[config.mk]
export PLATFORM = sky130hd
export DESIGN_NAME = c2p_finish
export DESIGN_NICKNAME = d
export VERILOG_FILES = /design/src/hw/rtl/c2p_pkg.sv /design/src/hw/rtl/c2p_finish.sv
export SDC_FILE = /design/constraint.sdc
export NUM_CORES = 1
export LEC_CHECK = 0
export ABC_CLOCK_PERIOD_IN_PS = 7000
export BUFFER_PORTS_ARGS = -buffer_cell sky130_fd_sc_hd__buf_2
export CORE_MARGIN = 5
export CORE_UTILIZATION = 54
export DETAILED_ROUTE_END_ITERATION = 8
export PLACE_DENSITY = 0.93
export SLEW_MARGIN = 20
export SYNTH_ARGS = -nofsm -noshare
export SYNTH_HDL_FRONTEND = slang
export SYNTH_SLANG_ARGS = --single-unit
[constraint.sdc]
create_clock -name clk -period 7 [get_ports clk]
set_input_delay 1.4 -clock clk [delete_from_list [all_inputs] [get_ports clk]]
set_output_delay 1.4 -clock clk [all_outputs]
set_load 0.01 [all_outputs]
[src/hw/rtl/c2p_pkg.sv]
package c2p_pkg;

  // Sizing
  localparam int COORD_WIDTH   = 16;
  localparam int CORDIC_STAGES = 16;
  localparam int NUM_CELLS     = (CORDIC_STAGES > COORD_WIDTH) ? CORDIC_STAGES : COORD_WIDTH;
  localparam int IDX_W         = $clog2(NUM_CELLS);
  localparam int SQ_W          = 2 * COORD_WIDTH;
  localparam int PRE_SHIFT     = 46 - COORD_WIDTH;
  localparam int CORD_W        = 48;
  localparam int Z_W           = 27;
  localparam int T_W           = 27;
  localparam int ROUND_SHIFT   = 11;
  localparam int ANG_W         = T_W - ROUND_SHIFT;
  localparam int RAD_W         = 16;
  localparam int RAD_FULL_W    = COORD_WIDTH + 1;
  localparam int RAD_CMP_W     = (RAD_FULL_W > RAD_W) ? RAD_FULL_W : RAD_W;
  localparam int ATAN_IDX_W    = 5;

  // Angles, 24 fraction bits
  localparam logic [T_W-1:0]        ANG_PI            = T_W'(52707179);
  localparam logic [T_W-1:0]        ANG_HALF_PI       = T_W'(26353589);
  localparam logic [T_W-1:0]        ANG_THREE_HALF_PI = T_W'(79060768);
  localparam logic [T_W-1:0]        ANG_TWO_PI        = T_W'(105414357);
  localparam logic signed [Z_W-1:0] ANG_HALF_PI_Z     = Z_W'(26353589);
  localparam logic [T_W-1:0]        ANG_ROUND         = T_W'(1024);
  // 2*pi in Q3.13
  localparam logic [ANG_W-1:0]      ANG_TWO_PI_Q13    = ANG_W'(51472);
  localparam logic [RAD_W-1:0]      RAD_MAX           = '1;

  typedef struct packed {
    logic signed [COORD_WIDTH-1:0] x_coord;
    logic signed [COORD_WIDTH-1:0] y_coord;
  } in_item_t;

  typedef struct packed {
    logic [RAD_W-1:0] radius;
    logic [ANG_W-1:0] angle;
  } out_item_t;

  // Quadrant flags carried alongside the datapath
  typedef struct packed {
    logic x_zero;
    logic y_zero;
    logic x_neg;
    logic y_neg;
  } quad_t;

  typedef struct packed {
    quad_t                    quad;
    logic signed [CORD_W-1:0] cx;
    logic signed [CORD_W-1:0] cy;
    logic signed [Z_W-1:0]    cz;
    logic [SQ_W-1:0]          rem;
    logic [SQ_W-1:0]          root;
  } cell_data_t;

  // round(atan(2^-i) * 2^24)
  function automatic logic signed [Z_W-1:0] atan_lut(input logic [ATAN_IDX_W-1:0] idx);
    logic signed [Z_W-1:0] val;
    unique case (idx)
      5'd0:    val = Z_W'(13176795);
      5'd1:    val = Z_W'(7778716);
      5'd2:    val = Z_W'(4110060);
      5'd3:    val = Z_W'(2086331);
      5'd4:    val = Z_W'(1047214);
      5'd5:    val = Z_W'(524117);
      5'd6:    val = Z_W'(262123);
      5'd7:    val = Z_W'(131069);
      5'd8:    val = Z_W'(65536);
      5'd9:    val = Z_W'(32768);
      5'd10:   val = Z_W'(16384);
      5'd11:   val = Z_W'(8192);
      5'd12:   val = Z_W'(4096);
      5'd13:   val = Z_W'(2048);
      5'd14:   val = Z_W'(1024);
      5'd15:   val = Z_W'(512);
      5'd16:   val = Z_W'(256);
      5'd17:   val = Z_W'(128);
      5'd18:   val = Z_W'(64);
      5'd19:   val = Z_W'(32);
      5'd20:   val = Z_W'(16);
      5'd21:   val = Z_W'(8);
      5'd22:   val = Z_W'(4);
      5'd23:   val = Z_W'(2);
      default: val = '0;
    endcase
    return val;
  endfunction

endpackage

[src/hw/rtl/c2p_finish.sv]
module c2p_finish (
  input  logic                  clk,
  input  logic                  rst_n,
  input  logic                  up_valid,
  input  c2p_pkg::cell_data_t   up_data,
  output logic                  up_ready,
  output logic                  dn_valid,
  output c2p_pkg::out_item_t    dn_item,
  input  logic                  dn_ready
);
  import c2p_pkg::*;

  logic                  quad_valid_r;
  logic [T_W-1:0]        t_r, t_nxt;
  logic [RAD_FULL_W-1:0] rad_r, rad_nxt;
  logic                  quad_ready;
  logic signed [Z_W-1:0] z;
  logic [T_W-1:0]        phi;

  logic                  out_valid_r;
  out_item_t             out_r, out_nxt;
  logic                  out_ready;
  logic [T_W-1:0]        t_rnd;
  logic [ANG_W-1:0]      ang_q13;

  // Stage A: clamp, quadrant correction, radius rounding
  always_comb begin
    z = up_data.cz;
    if (z < 0) begin
      phi = '0;
    end else if (z > ANG_HALF_PI_Z) begin
      phi = ANG_HALF_PI;
    end else begin
      phi = T_W'($unsigned(z));
    end
    // a point on the x axis has an exact zero phi
    if (up_data.quad.y_zero) begin
      phi = '0;
    end

    if (up_data.quad.x_zero) begin
      if (up_data.quad.y_zero) begin
        t_nxt = '0;
      end else if (up_data.quad.y_neg) begin
        t_nxt = ANG_THREE_HALF_PI;
      end else begin
        t_nxt = ANG_HALF_PI;
      end
    end else if (up_data.quad.x_neg) begin
      t_nxt = up_data.quad.y_neg ? (ANG_PI + phi) : (ANG_PI - phi);
    end else begin
      t_nxt = up_data.quad.y_neg ? (ANG_TWO_PI - phi) : phi;
    end

    rad_nxt = {1'b0, up_data.root[COORD_WIDTH-1:0]}
            + RAD_FULL_W'(up_data.rem > up_data.root);
  end

  assign quad_ready = !quad_valid_r || out_ready;
  assign up_ready   = quad_ready;

  always_ff @(posedge clk) begin
    if (!rst_n) begin
      quad_valid_r <= 1'b0;
    end else if (quad_ready) begin
      quad_valid_r <= up_valid;
    end
  end

  always_ff @(posedge clk) begin
    if (quad_ready && up_valid) begin
      t_r   <= t_nxt;
      rad_r <= rad_nxt;
    end
  end

  // Stage B: round to Q3.13, wrap at two pi, saturate radius
  always_comb begin
    t_rnd   = t_r + ANG_ROUND;
    ang_q13 = t_rnd[T_W-1:ROUND_SHIFT];
    if (ang_q13 >= ANG_TWO_PI_Q13) begin
      out_nxt.angle = ang_q13 - ANG_TWO_PI_Q13;
    end else begin
      out_nxt.angle = ang_q13;
    end
    if (RAD_CMP_W'(rad_r) > RAD_CMP_W'(RAD_MAX)) begin
      out_nxt.radius = RAD_MAX;
    end else begin
      out_nxt.radius = RAD_W'(rad_r);
    end
  end

  assign out_ready = !out_valid_r || dn_ready;

  always_ff @(posedge clk) begin
    if (!rst_n) begin
      out_valid_r <= 1'b0;
    end else if (out_ready) begin
      out_valid_r <= quad_valid_r;
    end
  end

  always_ff @(posedge clk) begin
    if (out_ready && quad_valid_r) begin
      out_r <= out_nxt;
    end
  end

  assign dn_valid = out_valid_r;
  assign dn_item  = out_r;

endmodule

**After elaboration in Yosys (flattened, before gate mapping)**

Index checks and enable logic that the tools add are counted.

- Flip-flop bits (word level): 78
- Bits in latches: 0
- Bits in writable memories: 0
- Bits in read-only memories: 0
- Output and inout bits: 34
- Word-level logic and storage cells: 33
- Memories: 0

- Add/sub/neg operators: 6
- Multiply operators: 0
- Divide/modulo/power cells: 0
- Order comparisons: 5
- Eq/ne operators: 0
- Shift operators: 0
- Muxes and demuxes: 10
- Bitwise gates (word level): 0
- Reduce and logical (&&, ||, !) cells: 6

Operators by type and width:

| cell | count |
|---|---|
| 27-bit two-way mux | 9 |
| 32-bit greater-than comparator | 1 |
| 26-bit by 27-bit adder with 27-bit output (first input constant) | 1 |
| 27-bit by 11-bit adder with 27-bit output (second input constant) | 1 |
| 27-bit by 26-bit greater-than comparator with 1-bit output (second input constant) | 1 |
| 27-bit by 1-bit < comparator with 1-bit output (second input constant) | 1 |
| 26-bit by 27-bit subtractor with 27-bit output (first input constant) | 1 |
| 27-bit subtractor (first input constant) | 1 |
| 16-bit by 1-bit adder with 17-bit output | 1 |
| 17-bit by 16-bit greater-than comparator with 1-bit output (second input constant) | 1 |
| 16-bit >= comparator (second input constant) | 1 |
| 16-bit two-way mux | 1 |
| 16-bit subtractor (second input constant) | 1 |
| 1-bit logical AND | 2 |
| 1-bit logical NOT | 2 |
| 1-bit logical OR | 2 |

**Longest topological paths before layout**

Gate-level depths: netlist of run 1.

- Word-level depth: 8
- Depth in mapped cells: 16
- Mapped depth without buffers: 16

**Least setup slack after synthesis of run 1**

Ideal clock, no wire load.

- Kind: input to register
- Start point: in up_data[2] (netlist name)
- End point: reg rad_r[14] (data pin)
- Setup time: 264 ps
- Arrival time: 3903 ps
- Data required time: 6736 ps
- Setup slack: 2833 ps
- Cell stages on the path: 16
- Cells stage by stage: inv_1 -> ha_1 -> a21o_1 -> a21o_1 -> a211o_1 -> a21o_1 -> a21o_1 -> a21oi_1 -> nor3_1 -> o2111ai_1 -> nand3_1 -> ha_1 -> ha_1 -> nand3_1 -> nor4_1 -> xnor2_1

- Cells in the longest elaborated chain, start to end: 2

RTL lines:

| element | RTL line | text |
|---|---|---|
| start: declaration | c2p_finish.sv:5 | `input c2p_pkg::cell_data_t up_data,` |
| 32-bit greater-than comparator | c2p_finish.sv:56 | `+ RAD_FULL_W'(up_data.rem > up_data.root);` |
| 16-bit by 1-bit adder with 17-bit output * | c2p_finish.sv:56 |  |
| named net rad_nxt[14] | c2p_finish.sv:15 | `logic [RAD_FULL_W-1:0] rad_r, rad_nxt;` |
| end signal: assignment | c2p_finish.sv:73 | `rad_r <= rad_nxt;` |
| end: declaration | c2p_finish.sv:15 |  |

Mark *: on every way through the listed nets, which the timed path passes. The rest lies on a longest branch.
A chain may end at the register's enable or synchronous reset.

**Final worst setup path of run 1**

- Start point: in up_data[84] (netlist name)
- End point: reg t_r[24] (data pin)

- Cells in the longest elaborated chain, start to end: 8
- Elaborated cells between the ends (all ways): 12
- Those cells by class: add/sub (3); order compare (2); mux (7)

RTL lines:

| element | RTL line | text |
|---|---|---|
| 27-bit by 26-bit greater-than comparator with 1-bit output | c2p_finish.sv:31 | `end else if (z > ANG_HALF_PI_Z) begin` |
| 27-bit two-way mux | c2p_finish.sv:31 |  |
| 27-bit two-way mux * | c2p_finish.sv:29 | `if (z < 0) begin` |
| 27-bit two-way mux * | c2p_finish.sv:37 | `if (up_data.quad.y_zero) begin` |
| 27-bit subtractor, or another cell as far along | c2p_finish.sv:52 | `t_nxt = up_data.quad.y_neg ? (ANG_TWO_PI - phi) : phi;` |
| 27-bit two-way mux (on tied branches) | c2p_finish.sv:52, c2p_finish.sv:50 |  |
| 27-bit two-way mux * | c2p_finish.sv:49 | `end else if (up_data.quad.x_neg) begin` |
| 27-bit two-way mux * | c2p_finish.sv:41 | `if (up_data.quad.x_zero) begin` |
| named net t_nxt[24] | c2p_finish.sv:14 | `logic [T_W-1:0] t_r, t_nxt;` |
| end signal: assignment | c2p_finish.sv:72 | `t_r <= t_nxt;` |
| end: declaration | c2p_finish.sv:14 |  |

Marked as above.

==> metrics, run 1 <==
status completed; Starting Density 55.30%; final WL 15,080 um; total number of vias 5,424; TritonRoute pass-1 iters 5; Mapped Area 0.005709 mm2; Hold Fails Final Rpt 0; CTS sink cnt 68; Final ANT Viol Nets 0; register area share after synthesis 35.42%; DRC 0; Worst-path clk slew 0.08 ns; H-tree levels 3; Post-DP HPWL 11,250 um; Avg WL per Cell 16.72 um; worst vdd ir 0.1307 mV; clk_lat worst skew 0.34 ns; Critical Path RT 7.09 ns; Slew Viols, Final 0; share of layout cells above drive strength 1 23.63%; Final Critical Period 4.451 ns; area added between synthesis and finish 16.74%; Ys Warns 0; CP endpoint kind register; clock buffer count from CTS 9; max_slew headroom 27.21%; WS Path Type in2reg; CP Cell Sequence buf_2, a211o_1, a311oi_4, nand2_4, o22ai_2, o21ai_0, a211o_1, o21ai_1, nor4_1, a311o_1; clock network power share 34.8%; die area 0.01273 mm2; post-CTS sizing 0; RSZ-0062 raised after global routing no; combinational fraction of design power 21.6%; Max Clk Rate 224.6 MHz; P_int 0.0008238 W; number of port buffers 132; Setup Skew 0.01061 ns; syn avg cell area 8.797 um2; Final setup viols 0; synthesized flop and latch total 68; vias in the first global route 5,119; via density per instance 6.013; fin crit share 63.59%; post-CTS setup buffer count 0; final core occ 64.56%; Distinct cells, synth 72; Worst setup SP type input port; first-pass GRT wire length 24,470 um; largest net degree at the start of global routing 35; RR Endpoint dn_item[13]; Gate Count Post-Synth 649; CP max stage cell o22ai_2; Syn Nets 881; TritonCTS clock tree done; Pleak 2.761 nW; Clock Path Buffers 2; post-route setup TNS 0 ns; largest area contributor in the netlist edfxtp_1; I/O pins 229; worst setup path endpoint t_r[24]; Async SR Flop Fraction 0%; Min-Delay Path Class reg2reg; top cells by area, synth edfxtp_1 (35%), ha_1 (8.1%), xnor2_1 (4.6%), nor2_1 (3.5%), inv_1 (3.1%); Layout fillers 852; Post-synth EDFFs 66; Worst path max stage delay 0.75 ns; Power Density 169.0 mW/mm2; GRT overflow 0; # Max-Cap Violations 0; worst slew pin tran 1.064 ns; R2R Setup Slk 3.80 ns; NetSw 0.0003023 W; Arrival @ worst endpoint 4.54 ns; R2R cell count 13; sequential share of power 43.6%; Root Buffer clkbuf_8; top cell type's share of synthesized area 34.71%; Crit Path Max Fanout 21; hold buffer count at CTS 0; Sw Ratio 26.84%; DIE WIDTH 112.8 um; Critical Path Start up_data[84]; Iteration-0 DRC Markers 575; Layout Nets 993; reg2reg start t_r[10]; Top cell by count, worst path a211o_1; core area 0.01032 mm2; chip height 112.8 um; total track usage 23.31%; num rows 37; n_diodes 0; Post-synth top flop edfxtp_1; routability cong. 1.002; initial antenna violation count 0
registers in the layout (all words and copies together), names as in the netlist:
| name | count |
|---|---|
| dn_item | 32 |
| quad_valid_r | 1 |
| rad_r | 17 |
| dn_valid | 1 |
| t_r | 17 |
how the worst min path moves through the flow:
stage | startpoint | endpoint | slack [ns] | depth (start not counted)
after detailed placement | rad_r[12] | dn_item[28] | 0.49 | 1
final | rad_r[5] | dn_item[21] | 0.49 | 1
after global routing | rad_r[15] | dn_item[31] | 0.51 | 1
after CTS | rad_r[12] | dn_item[28] | 0.50 | 1
after floorplan | quad_valid_r | dn_valid | 0.48 | 1
after global placement | rad_r[0] | dn_item[16] | 0.48 | 1
kinds of logic after synthesis:
kind of cell | after synthesis | share of synthesized area (%)
mux | 5 | 0.8767
fa+ha+maj | 38 | 8.284
compound gates | 157 | 19.53
simple gates | 256 | 23.47
xor+xnor | 43 | 6.597
buf+inv | 82 | 5.829
flops | 68 | 35.42
layer usage:
layer / global-route usage [%] / routed length (um) / vias to the layer above
li1: - / - / 2642
met1: 29.40 / 5943 / 2454
met2: 40.68 / 7510 / 282
met3: 3.957 / 1253 / 46
met4: 7.452 / 376 / 0
met5: 0 / 0 / -
Yosys cell counts, types with 19 or more instances:
cell type,number
nand4_1,23
edfxtp_1,66
nor2_1,53
nor3_1,23
or2_2,19
a21oi_1,30
clkbuf_1,29
ha_1,37
inv_1,47
nand2_1,42
o21ai_0,27
xnor2_1,30
nand3_1,29
per-stage QoR:
step,power [W],hold slack (ns),instances,setup WS [ns],instance area (um2)
floorplan,0.0006549,0.4768,649,2.833,5709
global placement,0.0007269,0.4807,885,2.292,6409
detailed placement,0.0007353,0.4859,885,2.276,6409
CTS,0.001127,0.4992,901,2.648,6658
global route,0.001175,0.5115,902,2.301,6665
finish,0.001126,0.4919,902,2.549,6665
layout by cell type (no fill, tap or decap), drive strengths merged, types with 4 or more instances in the layout:
cell / netlist / layout
nand3: 29 / 29
a31oi: 9 / 9
o21a: 5 / 5
o211ai: 5 / 5
inv: 47 / 47
and3: 14 / 14
and2: 8 / 8
buf: 6 / 135
o21ai: 32 / 32
nor2: 53 / 53
ha: 37 / 37
nor4: 9 / 9
xnor2: 30 / 30
nand2b: 5 / 5
o41ai: 4 / 4
a211oi: 6 / 6
a21oi: 30 / 30
nor3: 23 / 23
o31ai: 5 / 5
edfxtp: 66 / 66
a21o: 15 / 15
nor4b: 4 / 4
xor2: 13 / 13
a311oi: 4 / 4
or2: 20 / 20
nor2b: 8 / 8
a211o: 8 / 8
clkbuf: 29 / 11
mux2i: 5 / 5
nand4: 23 / 23
nand2: 43 / 43
or3: 4 / 4
critical path: cells and delay by family:
family / cells / cell delay [ns]
compound gates: 7 / 2.72
simple gates: 2 / 0.24
buf+inv: 1 / 0.17
layout make-up:
class | count | area [um2] | share of cell area, %
flip-flops and latches | 68 | 2022 | 30.34
well taps | 136 | 170.2 | 2.553
inverters | 47 | 176.4 | 2.647
repair buffers | 136 | 690.7 | 10.36
clock buffers | 10 | 137.6 | 2.065
clock inverters | 6 | 111.4 | 1.671
multi-input cells | 499 | 3357 | 50.37
power groups by stage:
stage	clock (W)	sequential (W)	combinational, W
4_1_cts	0.000396	0.000492	0.000240
5_1_grt	0.000411	0.000494	0.000270
2_1_floorplan	0	0.000502	0.000152
3_3_place_gp	0	0.000498	0.000229
6_report	0.000392	0.000491	0.000243
3_5_place_dp	0	0.000499	0.000236
No activity file was read; power rests on OpenSTA's default activity.
==> run 2: changes to the inputs <==
- ABC_AREA: default -> 1
- ABC_CLOCK_PERIOD_IN_PS: 7000 -> 4400
- CORE_UTILIZATION: 54 -> 52
- PLACE_DENSITY: 0.93 -> 0.88
- clock period: 7 -> 4.4 ns (I/O delays scaled with it)
==> run 2 against run 1 <==
Net effect:
- final area increased by 15%
- sequential share of layout area shrank 3.8 points
- die area is 17% higher
- critical endpoint is now rad_r[14]
- sequential cell count did not move
- clock power rose by 84%
- first-iteration DRC count rose by 3.7%
- critical path depth is 9 higher
- area after synthesis is 15% higher
- wire length grew 20%
- combinational power grew 84%
- global-route usage rose by 0.42 points
==> metrics, run 2 <==
status completed; Avg WL per Cell 14.41 um; Async SR Flop Fraction 0%; Max Clk Rate 255.2 MHz; Min-Delay Path Class reg2reg; clk_lat worst skew 0.33 ns; chip height 122.2 um; Hold Fails Final Rpt 0; count leader, synth nand2_1; first-pass GRT wire length 28,310 um; share of layout cells above drive strength 1 21.22%; I/O pins 229; Post-synth top cells nand2_1 (267), inv_1 (131), nor2_1 (108); core area 0.01247 mm2; Iteration-0 DRC Markers 596; routability cong. 0.9850; Layout Nets 1,311; initial antenna violation count 0; Worst Slack Setup Final 0.4822 ns; GRT overflow 0; Starting Density 52.48%; total number of vias 6,706; CP Cell Sequence buf_2, inv_1, ha_1, nand4_1, nor4_1, inv_1, nor4_1, a21oi_1, a41oi_1, ha_1, ha_1, nand3_1, nor2_1, nand3_1, nor3_1, nand3_1, nor2_1, nand2_1, xor2_1; final core occ 61.24%; CTS sink cnt 68; register area share after synthesis 30.90%; number of port buffers 132; most frequent cells in the layout nand2_1 (267), buf_2 (132), inv_1 (130); Mapped Area 0.006543 mm2; Syn Nets 1,180; Post-DP HPWL 14,530 um; Post-synth top flop edfxtp_1; Worst Path Buf+Inv 3; Arrival @ worst endpoint 3.99 ns; Post-synth EDFFs 66; CP max stage cell nor4_1; Worst-path clk slew 0.06 ns; CP endpoint kind register; Layout Cells excl Fill 1,256; syn avg cell area 6.901 um2; Root Buffer clkbuf_16; area added between synthesis and finish 16.68%; Clock Path Buffers 2; Power Density 255.6 mW/mm2; max reg flops 32; Placed Instances 1,240; RSZ-0062 raised after global routing no; vias in the first global route 6,001; Worst setup SP type input port; Final ANT Viol Nets 0; total track usage 23.73%; top cells by area, synth edfxtp_1 (30%), nand2_1 (15%), inv_1 (7.5%), ha_1 (7.1%), nor2_1 (6.2%); die area 0.01493 mm2; Final Critical Period 3.918 ns; Ys Warns 0; commonest non-fill, non-tap cell in the layout nand2_1; final WL 18,100 um; clock buffer count from CTS 9; Slew Viols, Final 0; Setup Skew 0.006047 ns; Gate Count Post-Synth 948; synthesized flop and latch total 68; Final setup viols 0; DIE WIDTH 122.2 um; Distinct cells, synth 48; via density per instance 5.339; TritonRoute pass-1 iters 5; DRC 0; Critical Path RT 4.48 ns; WS Path Type in2reg; largest net degree at the start of global routing 41; max_slew headroom 55.74%; TritonCTS clock tree done; worst slew pin tran 0.6630 ns; final instance area 0.007634 mm2; DP Worst Slack 0.1499 ns; top cell type's share of synthesized area 30.29%; num rows 41; # Max-Cap Violations 0; worst vdd ir 0.1862 mV; Layout fillers 1,150; Crit Path Max Fanout 3; Top delay family on crit path simple AND/OR/NAND/NOR gates; Pleak 3.778 nW; fin crit share 89.04%; Worst path max stage delay 0.30 ns; largest area contributor in the netlist edfxtp_1; post-route setup TNS 0 ns; n_diodes 0; H-tree levels 3; post-CTS setup buffer count 0; dpl cell area 0.007321 mm2
==> run 2: stage by stage <==
stage | hold slack (ns) | total power [W]
3_3_place_gp | 0.4800 | 0.001224
3_5_place_dp | 0.4841 | 0.001235
5_1_grt | 0.5092 | 0.002047
4_1_cts | 0.4949 | 0.001953
2_1_floorplan | 0.4473 | 0.001094
6_report | 0.4937 | 0.001951
==> run 2: kinds of logic after synthesis <==
group / share of synthesized area (%)
AO/OA/AOI/OAI: 8.453
flip-flops: 30.90
XOR/XNOR: 4.819
buffers and inverters: 9.849
adder cells (fa/ha/maj): 7.076
AND/OR/NAND/NOR: 38.90
==> run 2: path summary, 6_finish.rpt <==
kind                             startpoint     endpoint  slack [ns]  depth (start not counted)
worst max-delay path            up_data[31]    rad_r[14]        0.48                         19
worst min register to register     rad_r[9]  dn_item[25]        0.49                          1
worst min-delay path               rad_r[9]  dn_item[25]        0.49                          1
worst max register to register      t_r[10]  dn_item[12]        0.90                         15
==> run 2: cell type report <==
cell class                      instances  area [um2]  area share [%]
Multi-Input combinational cell        728        3887           50.93
Clock inverter                          7       82.58           1.082
Tap cell                              172       215.2           2.819
Sequential cell                        68        2022           26.49
Inverter                              136       510.5           6.687
Timing Repair Buffer                  136       690.7           9.048
Clock buffer                            9       225.2           2.950
==> run 2: repair_timing <==
| item | 4_1_cts | 5_1_grt |
|---|---|---|
| resized for setup | 0 | 1 |
| setup endpoints to repair | 0 | 1 |
| hold buffers | 0 | 0 |
==> run 2: routing by layer <==
| layer | up-vias | wire length, um | share of wire [%] | track usage (%) |
|---|---|---|---|---|
| li1 | 3363 | - | - | - |
| met1 | 3023 | 7190 | 40 | 29.82 |
| met2 | 282 | 9029 | 50 | 41.82 |
| met3 | 38 | 1378 | 7.6 | 3.110 |
| met4 | 0 | 505 | 2.8 | 8.397 |
| met5 | - | 0 | 0 | 0 |
==> run 2: power breakdown <==
| group | leakage (nW) | internal (W) | switching (W) | total (W) |
|---|---|---|---|---|
| clock network | 0.151 | 0.000447 | 0.000274 | 0.000721 |
| registers | 0.651 | 0.000765 | 0.0000188 | 0.000784 |
| logic | 2.98 | 0.000159 | 0.000288 | 0.000447 |
==> run 2: worst register-to-register path, delay by kind of cell, from the launching register on <==
kind	cells	cell delay [ns]
xor+xnor	1	0.31
fa+ha+maj	2	0.45
simple gates	8	1.59
buf+inv	1	0.11
flops	1	0.41
compound gates	3	0.39
==> run 3: changes to the inputs <==
==> constraint.sdc (replaced) <==
create_clock -name clk -period 4.4 [get_ports clk]
set_input_delay 0.22 -clock clk [delete_from_list [all_inputs] [get_ports clk]]
set_output_delay 0.22 -clock clk [all_outputs]
set_load 0.01 [all_outputs]
==> run 3 against run 2 <==
Net effect:
- sequential power barely moved
- clock power decreased by 2%
- sequential share of layout area increased by 0.070 points
- combinational power is essentially flat
- critical path type is now reg2reg
- critical endpoint is now dn_item[12]
==> metrics, run 3 (same netlist as run 2, synthesis figures left out) <==
worst vdd ir 0.2163 mV; vias in the first global route 6,235; chip height 122.2 um; Power Density 255.0 mW/mm2; Hold Fails Final Rpt 0; worst setup path endpoint dn_item[12]; # Max-Cap Violations 0; area occupied by multi-input gates 0.003882 mm2; RR Endpoint dn_item[12]; die area 0.01493 mm2; Layout fillers 1,166; Starting Density 52.48%; GRT overflow 0; Final Critical Period 3.640 ns; Clock Path Buffers 2; RSZ-0062 raised after global routing no; gr busiest metal met2; Slew Viols, Final 0; Avg WL per Cell 14.26 um; clock buffer count from CTS 9; DP Worst Slack 0.8635 ns; R2R Setup Slk 0.76 ns; Root Buffer clkbuf_16; core area 0.01247 mm2; n_diodes 0; TritonCTS clock tree done; Placed Instances 1,238; post-route setup TNS 0 ns; total number of vias 6,635; Pleak 3.768 nW; GR Layer Usage met1 29.48%; Sw Ratio 29.49%; DRC 0; fin crit share 82.73%; largest net degree at the start of global routing 41; I/O pins 229; Critical Path Start t_r[10]; WS Path Type reg2reg; Critical Path RT 4.47 ns; commonest non-fill, non-tap cell in the layout nand2_1; Worst setup SP type register; clock network power share 36.6%; reg2reg start t_r[10]; Crit Path Max Fanout 12; combinational fraction of design power 23.0%; Worst Slack Setup Final 0.7597 ns; sequential share of power 40.4%; max reg flops 32; worst slew pin tran 0.6608 ns; initial antenna violation count 0; max_slew headroom 55.88%; share of layout cells above drive strength 1 20.98%; Min-Delay Path Class in2reg; NetSw 0.0005725 W; Final ANT Viol Nets 0; Post-DP HPWL 14,500 um; H-tree levels 3; sequential cell area 0.002022 mm2; P_int 0.001369 W; TritonRoute pass-1 iters 5; Worst-path clk slew 0.06 ns; Setup Skew 0.006606 ns; first-pass GRT wire length 28,580 um; clk_lat worst skew 0.32 ns; via density per instance 5.291; Layout Cells excl Fill 1,254; post-CTS sizing 0; hold buffer count at CTS 0; number of port buffers 132; CTS sink cnt 68; Arrival @ worst endpoint 3.71 ns; total track usage 24.06%; Layout Nets 1,309; post-CTS setup buffer count 0; area added between synthesis and finish 16.37%; most frequent cells in the layout nand2_1 (267), buf_2 (132), inv_1 (130); DIE WIDTH 122.2 um; CP endpoint kind register; Final setup viols 0; GRT met3 Usage 2.228%; status completed; R2R cell count 15; final WL 17,880 um; Max Clk Rate 274.7 MHz; routability cong. 0.9794; num rows 41; Iteration-0 DRC Markers 392; met2 GRT Util 42.33%
-- run 3: cell count changes in the layout (fill, tap and decap cells not counted), sizes merged --
cell    change
clkinv      +1
buf         -2
inv         -1
-- run 3: cell type report --
type | count | share of cell area (%)
inverter | 136 | 6.705
clock inverter | 7 | 1.085
clock buffer | 9 | 2.958
sequential | 68 | 26.56
tap | 172 | 2.827
multi-input combinational | 728 | 50.99
timing repair buffer | 134 | 8.874
-- run 3: stage by stage --
| step | hold slack, ns | power [W] | instance area (um2) | utilization (%) |
|---|---|---|---|---|
| 2_1_floorplan | 0.3516 | 0.001094 | 6543 | - |
| 5_1_grt | 0.1330 | 0.002047 | 7614 | 61.08 |
| 3_5_place_dp | 0.4687 | 0.001235 | 7306 | 58.61 |
| 4_1_cts | 0.1289 | 0.001945 | 7614 | 61.08 |
| 3_3_place_gp | 0.4714 | 0.001223 | 7306 | 58.61 |
| 6_report | 0.1353 | 0.001941 | 7614 | 61.08 |
-- run 3: power by group through the flow --
stage	Clock, W	Sequential (W)	Combinational (W)
after CTS	0.000717	0.000785	0.000443
final	0.000710	0.000785	0.000446
after global routing	0.000759	0.000788	0.000501
after global placement	0	0.000795	0.000428
after floorplan	0	0.000802	0.000291
after detailed placement	0	0.000797	0.000438
-- run 3: how the worst min path moves through the flow --
stage / start / endpoint / slack [ns] / depth (start not counted)
floorplan: rst_n / dn_valid / 0.35 / 2
global placement: rst_n / dn_valid / 0.47 / 3
detailed placement: rst_n / quad_valid_r / 0.47 / 3
CTS: rst_n / quad_valid_r / 0.13 / 3
global route: rst_n / quad_valid_r / 0.13 / 3
finish: rst_n / dn_valid / 0.14 / 3
-- run 3: critical path, stage by stage, from the launching register on --
cell and delay [ns]:
edfxtp_1 0.42, ha_1 0.26, nand3_1 0.12, nor2_1 0.06
nand2_1 0.11, xor2_1 0.29, ha_1 0.21, or3b_2 0.47
nor4_1 0.40, a21oi_1 0.13, nand3_1 0.09, nand2_1 0.08
nor2_2 0.38, inv_1 0.11, o21ai_0 0.17, o21ai_1 0.08
-- run 3: layer usage --
layer / vias to the layer above / share of wire, %
li1: 3358 / -
met1: 2952 / 40
met2: 269 / 49
met3: 56 / 6.2
met4: 0 / 4.2
met5: - / 0
